**src/hw/rtl/dtcc_pkg.sv**
```systemverilog
// Shared constants, pipeline transfer types and calendar tables for the
// date to chart cycle unit. No dependencies.
`default_nettype none

package dtcc_pkg;

	localparam int unsigned CYCLE_DAYS       = 28;
	localparam int unsigned CYCLES_PER_GROUP = 13;
	localparam int unsigned BASE_YEAR        = 26;
	localparam int unsigned YEAR_MOD         = 100;

	// March-based year shifted by 400 keeps every day number positive
	localparam int unsigned YEAR_SHIFT  = 400;
	localparam int unsigned ANCHOR_YEAR = 2026;
	localparam int unsigned ANCHOR_DAY  = 22;
	// Anchor falls in January, so it belongs to the previous March-based year
	localparam int unsigned ANCHOR_ADJ  = ANCHOR_YEAR + YEAR_SHIFT - 1;
	localparam int unsigned JAN_BASE    = 306;
	localparam int unsigned ANCHOR_DAYNUM = 365 * ANCHOR_ADJ + ANCHOR_ADJ / 4
		- ANCHOR_ADJ / 100 + ANCHOR_ADJ / 400 + JAN_BASE + ANCHOR_DAY - 1;

	// Bias the count by a whole number of groups so it never goes negative
	// and so the group count lands directly on the cycle year modulo 100.
	localparam int unsigned GROUP_SHIFT = YEAR_MOD * 21 + BASE_YEAR;
	localparam int unsigned DAY_BIAS    = ANCHOR_DAYNUM
		- GROUP_SHIFT * CYCLE_DAYS * CYCLES_PER_GROUP;

	// Reciprocals for constant division: floor(x * R >> S)
	localparam int unsigned RECIP25 = 5243;     // shift 17, exact for x < 43690
	localparam int unsigned RECIP7  = 2396746;  // shift 24, exact for x < 2796202
	localparam int unsigned RECIP13 = 322639;   // shift 22, exact for x < 1398101

	localparam logic [3:0] MONTH_JAN = 4'd1;
	localparam logic [3:0] MONTH_FEB = 4'd2;

	typedef struct packed {
		logic        vld;
		logic        ok;
		logic [22:0] ofs;   // biased day count
	} day_count_t;

	typedef struct packed {
		logic        vld;
		logic        ok;
		logic [3:0]  rem;   // cycle within the group, 0 to 12
		logic [14:0] grp;   // biased group count
		logic [7:0]  hund;  // group count divided by 100
	} cycle_pipe_t;

	function automatic logic [4:0] month_len(input logic [3:0] month);
		logic [4:0] len;
		unique case (month)
			4'd1, 4'd3, 4'd5, 4'd7, 4'd8, 4'd10, 4'd12: len = 5'd31;
			4'd4, 4'd6, 4'd9, 4'd11:                     len = 5'd30;
			4'd2:                                        len = 5'd28;
			default:                                     len = 5'd0;
		endcase
		return len;
	endfunction

	// Days before the first of the month in a year that starts in March
	function automatic logic [8:0] march_base(input logic [3:0] month);
		logic [8:0] base;
		unique case (month)
			4'd3:    base = 9'd0;
			4'd4:    base = 9'd31;
			4'd5:    base = 9'd61;
			4'd6:    base = 9'd92;
			4'd7:    base = 9'd122;
			4'd8:    base = 9'd153;
			4'd9:    base = 9'd184;
			4'd10:   base = 9'd214;
			4'd11:   base = 9'd245;
			4'd12:   base = 9'd275;
			4'd1:    base = 9'd306;
			4'd2:    base = 9'd337;
			default: base = 9'd0;
		endcase
		return base;
	endfunction

endpackage

`default_nettype wire

```
**src/hw/rtl/dtcc_date_stage.sv**
```systemverilog
// Stages 1 and 2: date check, leap year test and biased day count.
// Depends on dtcc_pkg.
`default_nettype none

module dtcc_date_stage (
	input  wire                      clk,
	input  wire                      arst_n,
	input  wire                      in_vld,
	input  wire  [13:0]              cal_year,
	input  wire  [3:0]               cal_month,
	input  wire  [4:0]               cal_day,
	output dtcc_pkg::day_count_t     cnt_s2
);
	import dtcc_pkg::*;

	logic        early;
	logic [14:0] adj_year;
	logic [25:0] prod100;
	logic [23:0] prod400;
	logic [26:0] prod25;

	logic        vld_s1;
	logic [13:0] year_s1;
	logic [3:0]  month_s1;
	logic [4:0]  day_s1;
	logic [14:0] adj_s1;
	logic [7:0]  q100_s1;
	logic [5:0]  q400_s1;
	logic [9:0]  q25_s1;

	logic        leap;
	logic        cent;
	logic [4:0]  mlen;
	logic        ok;
	logic [23:0] daynum;

	logic        vld_s2;
	logic        ok_s2;
	logic [22:0] ofs_s2;

	// Stage 1: shift the year to start in March, divide by 100, 400 and 25
	always_comb begin
		early    = (cal_month <= MONTH_FEB);
		adj_year = 15'(cal_year) + 15'(YEAR_SHIFT) - {14'd0, early};
		prod100  = 26'(adj_year[14:2]) * 26'(RECIP25);
		prod400  = 24'(adj_year[14:4]) * 24'(RECIP25);
		prod25   = 27'(cal_year) * 27'(RECIP25);
	end

	always_ff @(posedge clk or negedge arst_n) begin
		if (!arst_n) begin
			vld_s1 <= 1'b0;
		end else begin
			vld_s1 <= in_vld;
		end
	end

	always_ff @(posedge clk) begin
		year_s1  <= cal_year;
		month_s1 <= cal_month;
		day_s1   <= cal_day;
		adj_s1   <= adj_year;
		q100_s1  <= prod100[24:17];
		q400_s1  <= prod400[22:17];
		q25_s1   <= prod25[26:17];
	end

	// Stage 2: month length check and day number
	always_comb begin
		cent   = (year_s1 == 14'(q25_s1) * 14'd25);
		leap   = (year_s1[1:0] == 2'd0) && (!cent || (year_s1[3:0] == 4'd0));
		mlen   = month_len(month_s1) + {4'd0, leap && (month_s1 == MONTH_FEB)};
		ok     = (day_s1 != 5'd0) && (day_s1 <= mlen);
		daynum = 24'(adj_s1) * 24'd365 + 24'(adj_s1[14:2]) - 24'(q100_s1)
			+ 24'(q400_s1) + 24'(march_base(month_s1)) + 24'(day_s1)
			- 24'd1 - 24'(DAY_BIAS);
	end

	always_ff @(posedge clk or negedge arst_n) begin
		if (!arst_n) begin
			vld_s2 <= 1'b0;
		end else begin
			vld_s2 <= vld_s1;
		end
	end

	always_ff @(posedge clk) begin
		ok_s2  <= ok;
		ofs_s2 <= daynum[22:0];
	end

	assign cnt_s2.vld = vld_s2;
	assign cnt_s2.ok  = ok_s2;
	assign cnt_s2.ofs = ofs_s2;

endmodule

`default_nettype wire

```
**src/hw/rtl/dtcc_div_stage.sv**
```systemverilog
// Stages 3 to 5: divide the day count by 28, then by 13 and by 100.
// Depends on dtcc_pkg.
`default_nettype none

module dtcc_div_stage (
	input  wire                      clk,
	input  wire                      arst_n,
	input  wire dtcc_pkg::day_count_t cnt_s2,
	output dtcc_pkg::cycle_pipe_t    cyc_s5
);
	import dtcc_pkg::*;

	logic [42:0] prod7;
	logic [36:0] prod13;
	logic [17:0] rem_full;
	logic [25:0] prod100;

	logic        vld_s3;
	logic        ok_s3;
	logic [17:0] g_s3;

	logic        vld_s4;
	logic        ok_s4;
	logic [17:0] g_s4;
	logic [14:0] q_s4;

	logic        vld_s5;
	logic        ok_s5;
	logic [3:0]  rem_s5;
	logic [14:0] q_s5;
	logic [7:0]  t_s5;

	// Divide by 4 is a shift, the remaining 7 a reciprocal multiply
	assign prod7    = 43'(cnt_s2.ofs[22:2]) * 43'(RECIP7);
	assign prod13   = 37'(g_s3) * 37'(RECIP13);
	assign rem_full = g_s4 - 18'(q_s4) * 18'd13;
	assign prod100  = 26'(q_s4[14:2]) * 26'(RECIP25);

	always_ff @(posedge clk or negedge arst_n) begin
		if (!arst_n) begin
			vld_s3 <= 1'b0;
			vld_s4 <= 1'b0;
			vld_s5 <= 1'b0;
		end else begin
			vld_s3 <= cnt_s2.vld;
			vld_s4 <= vld_s3;
			vld_s5 <= vld_s4;
		end
	end

	always_ff @(posedge clk) begin
		ok_s3  <= cnt_s2.ok;
		g_s3   <= prod7[41:24];
		ok_s4  <= ok_s3;
		g_s4   <= g_s3;
		q_s4   <= prod13[36:22];
		ok_s5  <= ok_s4;
		rem_s5 <= rem_full[3:0];
		q_s5   <= q_s4;
		t_s5   <= prod100[24:17];
	end

	assign cyc_s5.vld  = vld_s5;
	assign cyc_s5.ok   = ok_s5;
	assign cyc_s5.rem  = rem_s5;
	assign cyc_s5.grp  = q_s5;
	assign cyc_s5.hund = t_s5;

endmodule

`default_nettype wire

```
**src/hw/rtl/date_to_chart_cycle_unit.sv**
```systemverilog
// Date to 28-day chart cycle: every start transfer gives one done strobe;
// throughput one date per cycle, busy never rises.
// Six register stages: year shift and divide, date check and day count,
// divide by 28, divide by 13, divide by 100, output register. The receiver
// cannot stall the pipe. Asynchronous active-low reset clears all valid bits
// and done. Depends on dtcc_pkg, dtcc_date_stage and dtcc_div_stage.
`default_nettype none

module date_to_chart_cycle_unit (
	input  wire         clk,
	input  wire         arst_n,
	input  wire         start,
	output logic        busy,
	input  wire  [13:0] cal_year,
	input  wire  [3:0]  cal_month,
	input  wire  [4:0]  cal_day,
	output logic        done,
	output logic        date_valid,
	output logic [6:0]  chart_year,
	output logic [3:0]  cycle_index
);
	import dtcc_pkg::*;

	day_count_t  cnt_s2;
	cycle_pipe_t cyc_s5;
	logic        accept;
	logic [14:0] year_full;

	logic        done_q;
	logic        date_valid_q;
	logic [6:0]  chart_year_q;
	logic [3:0]  cycle_index_q;

	assign busy   = 1'b0;
	assign accept = start && !busy;

	dtcc_date_stage u_date (
		.clk       (clk),
		.arst_n    (arst_n),
		.in_vld    (accept),
		.cal_year  (cal_year),
		.cal_month (cal_month),
		.cal_day   (cal_day),
		.cnt_s2    (cnt_s2)
	);

	dtcc_div_stage u_div (
		.clk    (clk),
		.arst_n (arst_n),
		.cnt_s2 (cnt_s2),
		.cyc_s5 (cyc_s5)
	);

	// Group count is biased to a multiple of 100 past the base year
	assign year_full = cyc_s5.grp - 15'(cyc_s5.hund) * 15'd100;

	always_ff @(posedge clk or negedge arst_n) begin
		if (!arst_n) begin
			done_q <= 1'b0;
		end else begin
			done_q <= cyc_s5.vld;
		end
	end

	// Drop the fields to zero for a date that does not exist
	always_ff @(posedge clk) begin
		date_valid_q  <= cyc_s5.ok;
		chart_year_q  <= cyc_s5.ok ? year_full[6:0] : 7'd0;
		cycle_index_q <= cyc_s5.ok ? cyc_s5.rem + 4'd1 : 4'd0;
	end

	assign done        = done_q;
	assign date_valid  = date_valid_q;
	assign chart_year  = chart_year_q;
	assign cycle_index = cycle_index_q;

endmodule

`default_nettype wire

```
**config.mk**
```make
export PLATFORM = sky130hd
export DESIGN_NAME = date_to_chart_cycle_unit
export DESIGN_NICKNAME = d
export VERILOG_FILES = /design/src/hw/rtl/dtcc_pkg.sv /design/src/hw/rtl/dtcc_date_stage.sv /design/src/hw/rtl/dtcc_div_stage.sv /design/src/hw/rtl/date_to_chart_cycle_unit.sv
export SDC_FILE = /design/constraint.sdc
export NUM_CORES = 2
export LEC_CHECK = 0
export BUFFER_PORTS_ARGS = -buffer_cell sky130_fd_sc_hd__buf_2
export CORE_UTILIZATION = 60
export DETAILED_ROUTE_END_ITERATION = 8
export PLACE_DENSITY = 0.77
export SYNTH_ARGS = -nofsm -noshare
export SYNTH_HDL_FRONTEND = slang
export SYNTH_SLANG_ARGS = --single-unit
```
**constraint.sdc**
```tcl
create_clock -name clk -period 6.1 [get_ports clk]
set_input_delay 0.915 -clock clk [delete_from_list [all_inputs] [get_ports clk]]
set_output_delay 0.915 -clock clk [all_outputs]
set_load 0.03 [all_outputs]
```
# [Word level (Yosys, flattened, before mapping)]
# Memories as Yosys holds them, arrays and structs flattened. A register that Yosys moved wholly into a read port is not among the register bits.
# Index checks and enable logic that the tools add are counted.
[word_totals] ff_bits=163 rom_bits=224 wordCells=64 mem_count=2
[memory_table] name="(name not given)" depth=16 width=9 read_ports=1 rd_ports_with_merged_regs=1 write_ports=0 line="dtcc_pkg.sv:64" rtl="unique case (month)"
[memory_table] name="(name not given)" depth=16 width=5 read_ports=1 rd_ports_with_merged_regs=1 write_ports=0 line="dtcc_pkg.sv:52" rtl="unique case (month)"
[op_classes] add_sub_neg=13 multipliers=10 order_cmp=2 eq_ne=2 reduce_logical=8
[op_table] operator="13-bit by 13-bit multiplier with 25-bit output, second input constant" count=2
[op_table] operator="21-bit by 21-bit multiplier with 41-bit output, second input constant" count=1
[op_table] operator="18-bit by 19-bit multiplier with 37-bit output, second input constant" count=1
[op_table] operator="14-bit by 13-bit multiplier with 27-bit output, second input constant" count=1
[op_table] operator="23-bit by 13-bit adder with 23-bit output" count=1
[op_table] operator="23-bit by 5-bit adder with 23-bit output" count=1
[op_table] operator="23-bit by 6-bit adder with 23-bit output" count=1
[op_table] operator="23-bit by 9-bit adder with 23-bit output" count=1
[op_table] operator="11-bit by 13-bit multiplier with 23-bit output, second input constant" count=1
[op_table] operator="15-bit by 9-bit multiplier with 23-bit output, second input constant" count=1
[op_table] operator="23-bit by 1-bit subtractor with 23-bit output, second input constant" count=1
[op_table] operator="23-bit by 17-bit subtractor with 23-bit output, second input constant" count=1
[op_table] operator="23-bit by 8-bit subtractor with 23-bit output" count=1
[op_table] operator="14-bit by 9-bit adder with 15-bit output, second input constant" count=1
[op_table] operator="15-bit by 4-bit multiplier with 4-bit output, second input constant" count=1
[op_table] operator="15-bit by 1-bit subtractor with 15-bit output" count=1
[op_table] operator="14-bit equality test" count=1
[op_table] operator="10-bit by 5-bit multiplier with 14-bit output, second input constant" count=1
[op_table] operator="8-bit by 5-bit multiplier with 5-bit output, second input constant" count=1
[op_table] operator="7-bit subtractor" count=1
[op_table] operator="5-bit by 1-bit adder with 5-bit output" count=1
[op_table] operator="5-bit less-or-equal comparator" count=1
[op_table] operator="5-bit nonzero test" count=1
[op_table] operator="4-bit by 1-bit adder with 4-bit output, second input constant" count=1
[op_table] operator="8 further kinds" count=10

# [Depth between registers and ports, before layout]
[logic_depth] word_depth=9 mapped_depth=34

# [Hierarchy]
# Synthesis repeated with hierarchy kept, for this count alone.
[hier_totals] cells_unflattened=3360 hier_area_um2=33651.0
[modules_own_cells] mod="dtcc_date_stage" instances=1 cells_each=1682 area_each_um2=16892.5 seq_area_each_um2=2011.9
[modules_own_cells] mod="dtcc_div_stage" instances=1 cells_each=1624 area_each_um2=16185.5 seq_area_each_um2=1416.4
[modules_own_cells] mod="date_to_chart_cycle_unit" instances=1 cells_each=54 area_each_um2=573.0 seq_area_each_um2=265.3

# [Worst setup path before layout]
# OpenSTA, ideal clock, no wires.
[synth_path] kind="input to register" startpoint="in cal_month[2]" endpoint="reg u_date.q100_s1[7]" setup_time_ns=0.072 arrival_time_ns=7.955 required_time_ns=6.028 path_slack_ns=-1.928 stages=33 path_buffers=1 path_cell_list="clkbuf_1 nor2_1 o21a_1 ha_1 inv_1 ha_1 fa_1 a211oi_2 o21ai_2 nand2_1 nand2_1 xnor2_1 inv_1 fa_1 inv_1 ha_1 inv_1 fa_1 inv_1 fa_1 inv_1 fa_1 inv_1 ha_1 o21ai_0 a21oi_1 o21ai_0 a31oi_1 o41a_1 a41o_1 o41ai_1 xnor2_1 xnor2_1"
[synth_via] elab_chain_len=3
[synth_lines] item="start: declaration" line="date_to_chart_cycle_unit.sv:15" rtl="input wire [3:0] cal_month,"
[synth_lines] item="4-bit by 2-bit less-or-equal comparator with 1-bit output" line="dtcc_date_stage.sv:43" rtl="early = (cal_month <= MONTH_FEB);"
[synth_lines] item="15-bit by 1-bit subtractor with 15-bit output" line="dtcc_date_stage.sv:44" rtl="adj_year = 15'(cal_year) + 15'(YEAR_SHIFT) - {14'd0, early};"
[synth_lines] item="via u_date.adj_year[9]" line="dtcc_date_stage.sv:17" rtl="logic [14:0] adj_year;"
[synth_lines] item="13-bit by 13-bit multiplier with 25-bit output" line="dtcc_date_stage.sv:45" rtl="prod100 = 26'(adj_year[14:2]) * 26'(RECIP25);"
[synth_lines] item="via u_date.prod100[24]" line="dtcc_date_stage.sv:18" rtl="logic [25:0] prod100;"
[synth_lines] item="end signal: assignment" line="dtcc_date_stage.sv:63" rtl="q100_s1 <= prod100[24:17];"
[synth_lines] item="end: declaration" line="dtcc_date_stage.sv:27" rtl="logic [7:0] q100_s1;"
# The timed path passes the listed nets, and every way through them passes these cells.
# A chain may end at the register's enable or synchronous reset.

# [Worst setup path after layout]
[layout_path] startpoint="in cal_month[0]" endpoint="reg u_date.q100_s1[6]"
# Same word-level chain as after synthesis.

==> impl_results.md <==
- Synthesized area: about 32,000 sq um
- Worst slew margin: between 40 and 50%
- CTS tree: built
- Nets: 4,835
- Critical Path AT: 7.63 ns
- Util after Layout: about 69%
- Synthesized instance count: 3,198
- Final Max Slew Viols: 0
- Root buf cell: clkbuf_16
- Worst-path clk slew: around 0.08 ns
- Fmax: approximately 140 MHz
- Die width: between 200 and 250 um
- # clock sinks: between 150 and 200
- Asr flop ratio synth: approximately 3.5%
- Final setup fails: 14
- Sequential area share after synthesis: a little over a tenth
- Remaining global-route overflow: 0
- Diode count: 0
- Final hold violation count: 0
- Yosys warnings: 0
- Area grow syn2layout: 12.2%
- EDFF count, synth: 0
- DR iter-0 viols: ~700
- Post-DP HPWL: 61,000 um
- # rows: 84
- Total number of vias: ~22,000
- Fraction of layout cells with a size suffix above 1: 11.7%
- Starting Density: roughly 61%
- CP peak stage delay: roughly 0.54 ns
- Post-DR wirelength/cell: 16.7 um
- Critical path fanouts, max: 3
- Skew final: roughly 0.016 ns
- Die height: ~230 um
- Slowest CP cell: fa_1
- Clock buffer depth: 2
- Crit Path Class: in2reg
- Worst Max-Slew Pin Slew: between 0.7 and 0.8 ns
- Antenna violations before repair: 0
- Average cell area after synthesis: slightly above 10 sq um
- Htree depth: 4
- First-pass GRT wire length: around 120,000 um
- Top_reg_cell synth: dfxtp_1
- Final GP Congestion: 0.944
- Critical Path Source: cal_month[0]
- Die area: about 55,000 sq um
- # IOs: 40
- CP required: 6.53 ns
- Total GRT Usage: roughly 27%
- Final worst-path cycle share: 118%
- FF+latch count, synth: between 150 and 200
- Initial DRT Pass Iterations: 9
- RSZ-0062 raised after global routing: yes
- # DRC: 2
- Element type at the critical path start: input pin
- PortBufs: 38
- Vias in the first global route: about 24,000
- Hold Crit Class: in2async
- Final min period: 7.19 ns
- FF-to-FF Start: u_div.g_s3[16]$_DFF_P_
- Routed Antenna Nets: 0
- Core footprint: 52,900 sq um
- Critical Path End Type: register
- MaxCap Viol Count: 0
- Net count after synthesis: about 4,600
- Largest net degree at the start of global routing: 20
- Post-synth cell types: 73
- CTS Buf Count: 17
- WL final: around 70,000 um
- Fill count: 3,901
- Status: finished, violations left
- Worst skew pair latency: between 0.5 and 0.6 ns
- Failing checks: DRC, setup timing
- Detailed-route vias per instance: about 5.2
- Final WS setup: -1.09 ns
-- worst max-delay path, delay by kind of cell --
kind | cells | cell delay, ns
XOR/XNOR | 2 | 0.22
AND/OR/NAND/NOR | 3 | 0.39
adder cells (fa/ha/maj) | 9 | 3.07
AO/OA/AOI/OAI | 10 | 2.30
buffers and inverters | 9 | 0.70
-- stage by stage --
| step | setup slack [ns] | instance area, sq um | hold WS (ns) | cells | TNS, ns |
|---|---|---|---|---|---|
| final | -1.09 | 36200 | 0.206 | 4169 | -11.33 |
| after global routing | -1.34 | 36200 | 0.196 | 4169 | -14.73 |
| after CTS | -0.909 | 35900 | 0.175 | 4160 | -9.47 |
| after detailed placement | -1.73 | 35000 | 0.312 | 4114 | -20.51 |
| after global placement | -1.57 | 35000 | 0.313 | 4114 | -18.43 |
| after floorplan | -1.35 | 32600 | 0.310 | 3198 | -13.62 |
-- cell usage after synthesis (3+ instances only) --
library cell / n / share of area, %
inv_1: 998 / 12
ha_1: 829 / 32
fa_1: 512 / 32
dfxtp_1: 164 / 10
xnor2_1: 105 / 2.8
a21oi_1: 81 / 1.3
nor2_1: 70 / 0.81
o21ai_0: 53 / 0.82
nand2_1: 49 / 0.57
a21o_1: 40 / 0.93
xor2_1: 31 / 0.84
nand3_1: 21 / 0.33
nor3_1: 20 / 0.31
nor2b_1: 19 / 0.37
and2_1: 16 / 0.31
nand2b_1: 15 / 0.29
a211oi_1: 14 / 0.33
and3_1: 14 / 0.27
o21a_1: 13 / 0.30
nand4_1: 11 / 0.21
a31oi_1: 10 / 0.19
o21ai_1: 8 / 0.12
nor4_1: 7 / 0.14
or2_2: 7 / 0.14
dfrtp_1: 6 / 0.47
a211o_1: 5 / 0.14
a22oi_1: 4 / 0.093
o211ai_1: 4 / 0.093
o21bai_1: 4 / 0.093
o31a_1: 4 / 0.11
a211oi_2: 3 / 0.12
a221o_1: 3 / 0.093
a311oi_1: 3 / 0.081
a41o_1: 3 / 0.093
o22ai_1: 3 / 0.058
o31ai_1: 3 / 0.070
o41ai_1: 3 / 0.081
xnor2_2: 3 / 0.15
-- routing by layer --
| metal | part of all wire [%] | wire length [um] | up-vias | track usage (%) |
|---|---|---|---|---|
| met5 | 0 | 0 | - | 0 |
| met4 | 2.0 | 1370 | 0 | 6.98 |
| met3 | 3.2 | 2200 | 98 | 4.06 |
| met2 | 51 | 35500 | 338 | 48.9 |
| met1 | 44 | 30700 | 10799 | 34.8 |
| li1 | - | - | 10515 | - |
-- registers in the layout (all words and copies together) (netlist names), 7 cells and up, named ones only --
name / count
u_date.ofs_s2: 21
u_div.g_s3: 18
u_date.adj_s1: 15
u_div.q_s4: 15
u_date.year_s1: 14
u_date.q25_s1: 10
u_date.q100_s1: 8
chart_year: 7
u_div.q_s5: 7
-- cell usage in the layout (no fill, tap or decap), types with 11 or more instances in the layout --
cell | netlist | final
a211oi_1 | 14 | 12
a21o_1 | 40 | 40
a21oi_1 | 81 | 74
and2_1 | 16 | 16
and3_1 | 14 | 14
buf_2 | 0 | 36
buf_4 | 1 | 206
clkbuf_16 | 0 | 17
dfxtp_1 | 164 | 163
fa_1 | 512 | 505
ha_1 | 829 | 811
ha_4 | 0 | 17
inv_1 | 998 | 977
inv_2 | 0 | 18
nand2_1 | 49 | 46
nand2b_1 | 15 | 15
nand3_1 | 21 | 21
nand4_1 | 11 | 11
nor2_1 | 70 | 62
nor2b_1 | 19 | 19
nor3_1 | 20 | 18
o21a_1 | 13 | 13
o21ai_0 | 53 | 46
xnor2_1 | 105 | 99
xor2_1 | 31 | 28
-- path summary, 6_finish.rpt --
check                                            endpoint  slack [ns]  cells after the start
worst max-delay path            u_date.q100_s1[6]$_DFF_P_       -1.09                     33
worst min-delay path              u_date.vld_s2$_DFF_PN0_        0.21                      1
worst max register to register     u_div.q_s4[14]$_DFF_P_        0.14                     20
worst min register to register        u_div.ok_s4$_DFF_P_        0.33                      0
max in group asynchronous         u_date.vld_s1$_DFF_PN0_        5.75                      1
min in group clk                      u_div.ok_s4$_DFF_P_        0.33                      0
-- final cells by class --
type	instances	area (sq um)	area share (%)
tap	688	861	2.38
multi-input combinational	2026	25700	70.9
sequential	170	3440	9.49
clock buffer	17	425	1.17
inverter	998	3760	10.4
clock inverter	15	173	0.477
timing repair buffer	255	1910	5.26
-- repair_timing --
item | 4_1_cts | 5_1_grt
hold buffers | 0 | 0
pin swaps | 40 | 47
resized for setup | 36 | 50
setup endpoints to repair | 16 | 25
buffers inserted | 16 | 11
-- logic make-up (layout without fill, tap and decap cells) --
family | count (synthesis) | in the layout | share of synthesized area (%)
other cells | 1 | 1 | 0.0116
flops | 170 | 170 | 10.6
xor+xnor | 139 | 139 | 3.84
compound gates | 282 | 282 | 5.77
fa+ha+maj | 1341 | 1341 | 63.9
simple gates | 260 | 260 | 4.04
mux | 3 | 3 | 0.174
buf+inv | 1002 | 1285 | 11.7
Power is left out: the tool's default activity adds up to more than one toggle a clock period on the data nets, which glitch-free logic cannot reach.
